File: src/rtl/label_border_majority_smoother_assert.svh
// Assertion macros shared by the label border majority smoother.
`ifndef LABEL_BORDER_MAJORITY_SMOOTHER_ASSERT_SVH
`define LABEL_BORDER_MAJORITY_SMOOTHER_ASSERT_SVH

// The consequent must hold in the same cycle as the antecedent.
`define LBMS_ASSERT_IMP(name, clk, rst_n, ante, cons, msg) \
	name: assert property (@(posedge clk) disable iff (!rst_n) (ante) |-> (cons)) \
		else $error(msg);

// The consequent must hold in the cycle after the antecedent.
`define LBMS_ASSERT_NXT(name, clk, rst_n, ante, cons, msg) \
	name: assert property (@(posedge clk) disable iff (!rst_n) (ante) |=> (cons)) \
		else $error(msg);

`endif

File: src/rtl/lbms_pkg.sv
`default_nettype none
package lbms_pkg;

	localparam logic [1:0] OP_WRITE = 2'd0;
	localparam logic [1:0] OP_RUN   = 2'd1;
	localparam logic [1:0] OP_READ  = 2'd2;

	localparam logic [2:0] REG_GRID_WIDTH    = 3'd0;
	localparam logic [2:0] REG_GRID_HEIGHT   = 3'd1;
	localparam logic [2:0] REG_FIRST_LABEL   = 3'd2;
	localparam logic [2:0] REG_WINDOW_RADIUS = 3'd3;
	localparam logic [2:0] REG_MAX_PASSES    = 3'd4;

	typedef enum logic [3:0] {
		S_IDLE,
		S_RUN_INIT,
		S_CELL_RD,
		S_CELL_CHK,
		S_NB_RD,
		S_NB_CHK,
		S_WIN_RD,
		S_WIN_CHK,
		S_DECIDE,
		S_WR,
		S_PASS_END,
		S_DONE
	} state_t;

	typedef struct packed {
		logic clear;
		logic elect;
		logic count;
	} vote_ctl_t;

endpackage
`default_nettype wire

File: src/rtl/lbms_vote.sv
`default_nettype none
module lbms_vote import lbms_pkg::*; #(
	parameter int LABEL_BITS = 16,
	parameter int MAX_RADIUS = 3
) (
	input  wire logic                  clk,
	input  wire logic                  arst_n,
	input  wire vote_ctl_t             ctl,
	input  wire logic [LABEL_BITS-1:0] lbl,
	input  wire logic [LABEL_BITS-1:0] own,
	output logic      [LABEL_BITS-1:0] cand,
	output logic                       win
);
	localparam int NW = $clog2((2 * MAX_RADIUS + 1) * (2 * MAX_RADIUS + 1) + 1);

	logic [LABEL_BITS-1:0] cand_q;
	logic [NW-1:0]         cnt_q;
	logic [NW-1:0]         n_q;
	logic [NW-1:0]         match_q;

	always_ff @(posedge clk or negedge arst_n) begin
		if (!arst_n) begin
			cnt_q   <= '0;
			n_q     <= '0;
			match_q <= '0;
		end else if (ctl.clear) begin
			cnt_q   <= '0;
			n_q     <= '0;
			match_q <= '0;
		end else if (ctl.elect) begin
			n_q <= n_q + NW'(1);
			if (cnt_q == '0) begin
				cnt_q <= NW'(1);
			end else if (lbl == cand_q) begin
				cnt_q <= cnt_q + NW'(1);
			end else begin
				cnt_q <= cnt_q - NW'(1);
			end
		end else if (ctl.count && lbl == cand_q) begin
			match_q <= match_q + NW'(1);
		end
	end

	always_ff @(posedge clk) begin
		if (ctl.elect && cnt_q == '0) begin
			cand_q <= lbl;
		end
	end

	assign cand = cand_q;
	assign win  = (n_q != '0) && (cand_q != own) && ({match_q, 1'b0} > {1'b0, n_q});
endmodule
`default_nettype wire

File: config.mk
export PLATFORM = sky130hd
export DESIGN_NAME = lbms_vote
export DESIGN_NICKNAME = d
export VERILOG_FILES = /design/src/rtl/label_border_majority_smoother_assert.svh /design/src/rtl/lbms_pkg.sv /design/src/rtl/lbms_vote.sv
export SDC_FILE = /design/constraint.sdc
export NUM_CORES = 1
export LEC_CHECK = 0
export BUFFER_PORTS_ARGS = -buffer_cell sky130_fd_sc_hd__buf_4
export CORE_MARGIN = 2
export CORE_UTILIZATION = 53
export DETAILED_ROUTE_END_ITERATION = 6
export GPL_ROUTABILITY_DRIVEN = 0
export PLACE_DENSITY = 0.91
export SYNTH_ARGS = -nofsm -noshare
export SYNTH_HDL_FRONTEND = slang
export SYNTH_SLANG_ARGS = --single-unit
File: constraint.sdc
create_clock -name clk -period 2.8 [get_ports clk]
set_input_delay 0.56 -clock clk [delete_from_list [all_inputs] [get_ports clk]]
set_output_delay 0.56 -clock clk [all_outputs]
set_load 0.01 [all_outputs]
Word-level counts from Yosys, hierarchy flattened
Cells that the tools add are included. Widths: inputs -> output; s select.

Flip-flop bits (word level): 34. Input port bits: 37. Output and inout bits: 17. Word-level logic and storage cells: 30.

Add/sub/neg operators: 4. Order comparisons: 1. Equality and inequality tests: 3. Mux-type cells: 9. Reductions and logical operators: 9.

Operator list (count): $mux 6 (9); $add 6x1->6 const B (3); $eq 16x16->1 (1); $ne 16x16->1 (1); $gt 7x6->1 (1); $logic_not 6->1 (1); $reduce_bool 6->1 (1); $sub 6x1->6 const B (1); $logic_and 1x1->1 (4); $reduce_bool 2->1 (2); $ne 2x1->1 const B (1); $reduce_and 2->1 (1).

Longest topological paths before layout
Word-level depth: 5. Depth in mapped cells: 11.

Worst setup path before layout
Ideal clock, no wire load.

Path kind: in2reg. Start: in lbl[6]. End: reg cnt_q[5]. Arrival: 2582 ps. Data required time: 2675 ps. Slack: 94 ps. Cell stages on the path: 10. Buffers on the path: 1. Cell sequence: xor2_1 nor4_1 nand4_1 buf_6 ha_1 a211oi_1 o21ai_0 and3_1 mux2_2 mux2_2.

Cells in the longest elaborated chain, start to end: 5.

Ends and longest elaborated chain: start: declaration (line lbms_vote.sv:9) `input wire logic [LABEL_BITS-1:0] lbl,`; $eq 16x16->1 (line lbms_vote.sv:34) `end else if (lbl == cand_q) begin`; $mux 6 (line lbms_vote.sv:34); $mux 6 (line lbms_vote.sv:32) `if (cnt_q == '0) begin`; $mux 6 (line lbms_vote.sv:30) `end else if (ctl.elect) begin`; $mux 6 (line lbms_vote.sv:26) `end else if (ctl.clear) begin`; end signal: assignment (line lbms_vote.sv:35) `cnt_q <= cnt_q + NW'(1);`; end signal: assignment (line lbms_vote.sv:37) `cnt_q <= cnt_q - NW'(1);`; end: declaration (line lbms_vote.sv:17) `logic [NW-1:0] cnt_q;`.

No other way between the ends. The select of a mux whose other input is x is not followed. A chain may end at the register's enable or synchronous reset.

Worst setup path in the final report
Start: reg cand_q[6] (netlist: cand[6]). End: reg cnt_q[4].

Cells in the longest elaborated chain, start to end: 5.

Ends and longest elaborated chain: start: declaration (line lbms_vote.sv:16) `logic [LABEL_BITS-1:0] cand_q;`; start signal: assignment (line lbms_vote.sv:46) `cand_q <= lbl;`; $eq 16x16->1 (line lbms_vote.sv:34); $mux 6 (line lbms_vote.sv:34); $mux 6 (line lbms_vote.sv:32); $mux 6 (line lbms_vote.sv:30); $mux 6 (line lbms_vote.sv:26).

No other way between the ends. The select of a mux whose other input is x is not followed.

==> summary.md <==
| Metric | Value |
|---|---|
| Fin area | 2800 um^2 |
| Pre-CTS setup slack | -0.2909 ns |
| Period utilization | 98.48% |
| Clock Path Buffers | 2 |
| Max cap viols | 0 |
| CTS sink cnt | 34 |
| Die Width | 66.41 um |
| Hold Crit Class | primary input to asynchronous set/reset pin |
| Main synth FF type | dfrtp_1 |
| Net Count, Synth | roughly 250 |
| Area after DPL | 2597 um^2 |
| Net count, final | between 300 and 400 |
| Switching power | ~0.00063 W |
| Routed Antenna Nets | 0 |
| Final Hold Fails | 0 |
| Mean Syn Cell Area | 10.53 um^2 |
| Top post-synthesis cells by count | xnor2_1 (23), dfrtp_1 (18), edfxtp_1 (16), xor2_1 (16), nor2_1 (15) |
| Setup crit end kind | flip-flop |
| Routed len/inst | 16.70 um |
| Metal3 WL | between 400 and 500 um |
| Layout Skew | 0.004429 ns |
| Outcome | completed |
| CTS buffer count | 5 |
| Antenna violations before repair | 0 |
| GRT overflow | 0 |
| Iter 0 DRT Violations | 105 |
| Non-Filler Instances | 317 |
| PnR worst setup slack | 0.04262 ns |
| Later-pin clock latency in the skew report | 0.28 ns |
| Via count | 1772 |
| Max H-tree Level | 2 |
| CP arrival | 2.96 ns |
| Synth top area share | between 20% and 30% |
| Power share of the sequential group | between 40% and 50% |
| Top sig layer | met4 |
| Synth Instances | between 150 and 200 |
| First-pass GRT wire length | approximately 7.4 mm |
| Critical path class | flip-flop to flip-flop |
| Port bufs | 53 |
| Synthesized area | 2064 um^2 |
| Core area | 3716 um^2 |
| Number of synthesized flops with an enable pin | 16 |
| Rel. slew slack | 54.29% |
| Worst VDD drop | 322.6 uV |
| Yosys cell types | 37 |
| Area contributors post-synth | edfxtp_1 (23%), dfrtp_1 (22%), xnor2_1 (9.8%) |
| Startpoint Class | flip-flop |
| Synth area leader | edfxtp_1 |
| Layout cell share with drive strength beyond 1 | 35.69% |
| Crit path launch | cand[6] |
| Critical path cell sequence | xor2_1 -> nor4_2 -> nand4_1 -> buf_4 -> buf_4 -> inv_1 -> fa_2 -> nor2b_1 -> o21a_1 -> o21ai_0 -> nand4b_1 -> a21oi_2 |
| IO Count | 54 |
| ANT cells | 0 |
| CP required | 3.01 ns |
| Post-detail-place hpwl | 3.607 mm |
| Slowest cell on the critical path | edfxtp_1 |
| Largest net degree at the start of global routing | 22 |
| Total length of routed wires | 5.294 mm |
| Worst slew pin tran | between 0.6 and 0.7 ns |
| P&R area growth vs syn | 35.64% |
| Crit-path max FO | 10 |
| Starting Density | ~56% |
| Drt first pass iters | 4 |
| Final hold slack | 0.1343 ns |
| GRT Util Overall | 22.61% |
| Leakage | approximately 1.2 nW |
| Switching fraction of total power | 34.35% |
| Worst R2R Start | cand[6] |
| Highest clock rate | roughly 360 MHz |
| Vias in the first global route | 1673 |
| Placed cell count | roughly 300 |
| FFs w/ async S/R, synth | 52.94% |
| Hold Buf Count CTS | 0 |
| Tot Pwr | 0.001835 W |
| Residual DRC | 0 |
| CTS tree | built |
| Min Tclk post-route | 2.757 ns |
| WL met1 | 2.020 mm |
| Most frequent cell after synthesis | xnor2_1 |
| Number of setup violations in the final report | 0 |
| Seq cells post-synth | 34 |
| CTS root buffer | clkbuf_8 |
| Reg clk slew, reported paths | 0.07 ns |
| Clk pwr share | 18.4% |
| Via density | 5.590 |
| Fin. max-slew vios | 0 |
| Die area | 4410 um^2 |
| Std-Cell Rows | 22 |
| Die Span Y | 66.41 um |
| PwrDens | 655.2 nW/um^2 |
| Most used cell, CP | buf_4 |
| Synthesis Warnings | 0 |
| Internal power | 0.001204 W |
| Post-synthesis sequential area ratio | 45.09% |
| Slowest stage delay, CP | 0.41 ns |
| Fraction of power consumed by combinational cells | 41.7% |
| Met2 WL post-DR | ~2.7 mm |
critical path: cells and delay by family (launching register included):
family | cells | cell delay [ns]
AO/OA/AOI/OAI | 3 | 0.55
XOR/XNOR | 1 | 0.18
adder cells (fa/ha/maj) | 1 | 0.22
buffers and inverters | 3 | 0.49
flip-flops | 1 | 0.41
AND/OR/NAND/NOR | 4 | 0.82
what timing repair did:
| action | in CTS | in global routing |
|---|---|---|
| gates cloned | 0 | 0 |
| setup buffers | 2 | 2 |
| endpoints found under the setup margin | 1 | 2 |
| resized for setup | 0 | 17 |
| pin swaps | 1 | 9 |
flip-flops by register name, summed over array words and instances, names as in the netlist:
name	count
cand	16
cnt_q	6
match_q	6
n_q	6
per-stage QoR:
stage	utilization, %	TNS (ns)
2_1_floorplan	-	0
3_3_place_gp	69.90	-0.1268
3_5_place_dp	69.90	-0.4191
4_1_cts	72.49	0
5_1_grt	75.35	-0.1312
6_report	75.35	0
area by class of cell:
| type | instances | area, um^2 |
|---|---|---|
| Fill cell | 248 | 915.9 |
| Clock buffer | 6 | 72.57 |
| Sequential cell | 34 | 930.9 |
| Inverter | 13 | 48.80 |
| Multi-Input combinational cell | 143 | 1146 |
| Timing Repair Buffer | 71 | 533.0 |
| Clock inverter | 2 | 8.758 |
| Tap cell | 48 | 60.06 |
path summary, 6_finish.rpt:
| kind | depth (start not counted) | slack (ns) | endpoint |
|---|---|---|---|
| max | 12 | 0.04 | cnt_q[4] |
| min | 1 | 0.13 | match_q[4] |
| max reg2reg | 12 | 0.04 | cnt_q[4] |
| min reg2reg | 2 | 0.59 | match_q[4] |
| max in group asynchronous | 1 | 2.47 | cnt_q[4] |
| min in group clk | 1 | 0.47 | cand[4] |
logic make-up after synthesis:
| family | Yosys count | synth area share [%] |
|---|---|---|
| mux | 6 | 3.151 |
| compound gates | 26 | 7.455 |
| fa+ha+maj | 13 | 8.242 |
| simple gates | 59 | 15.70 |
| flops | 34 | 45.09 |
| buf+inv | 19 | 3.818 |
| xor+xnor | 39 | 16.55 |
layer usage:
layer	global-route usage, %	up-vias
li1	-	836
met1	25.00	839
met2	42.25	85
met3	5.963	12
met4	6.122	0
met5	0	-
layout by cell type, fill, tap and decap left out, types with 2 or more instances in the layout:
| master | synthesis | layout |
|---|---|---|
| o21ai_2 | 0 | 2 |
| o21ai_0 | 6 | 4 |
| nor2b_1 | 3 | 3 |
| nor2_1 | 15 | 15 |
| xor2_1 | 16 | 15 |
| or4_1 | 2 | 2 |
| nand2b_1 | 4 | 4 |
| ha_4 | 0 | 3 |
| nand4_1 | 8 | 8 |
| edfxtp_1 | 16 | 16 |
| xnor2_1 | 23 | 23 |
| nor4_1 | 6 | 2 |
| a21oi_1 | 11 | 10 |
| nor3_1 | 3 | 3 |
| nor4_2 | 0 | 4 |
| ha_1 | 12 | 9 |
| clkbuf_8 | 0 | 5 |
| mux2_2 | 4 | 4 |
| mux2i_1 | 2 | 2 |
| nand2_1 | 3 | 3 |
| buf_4 | 0 | 71 |
| nand3_1 | 6 | 6 |
| inv_1 | 13 | 13 |
| o31ai_1 | 2 | 2 |
| nand4b_1 | 2 | 2 |
| dfrtp_1 | 18 | 18 |
| and3_1 | 2 | 2 |
power by group through the flow:
stage	logic [W]	clock network [W]	registers, W
after floorplan	0.000355	0	0.000745
after global placement	0.000630	0	0.000722
after detailed placement	0.000654	0	0.000729
after CTS	0.000660	0.000343	0.000721
after global routing	0.000833	0.000362	0.000740
final	0.000764	0.000337	0.000733
Power figures use the tool's default switching activity.
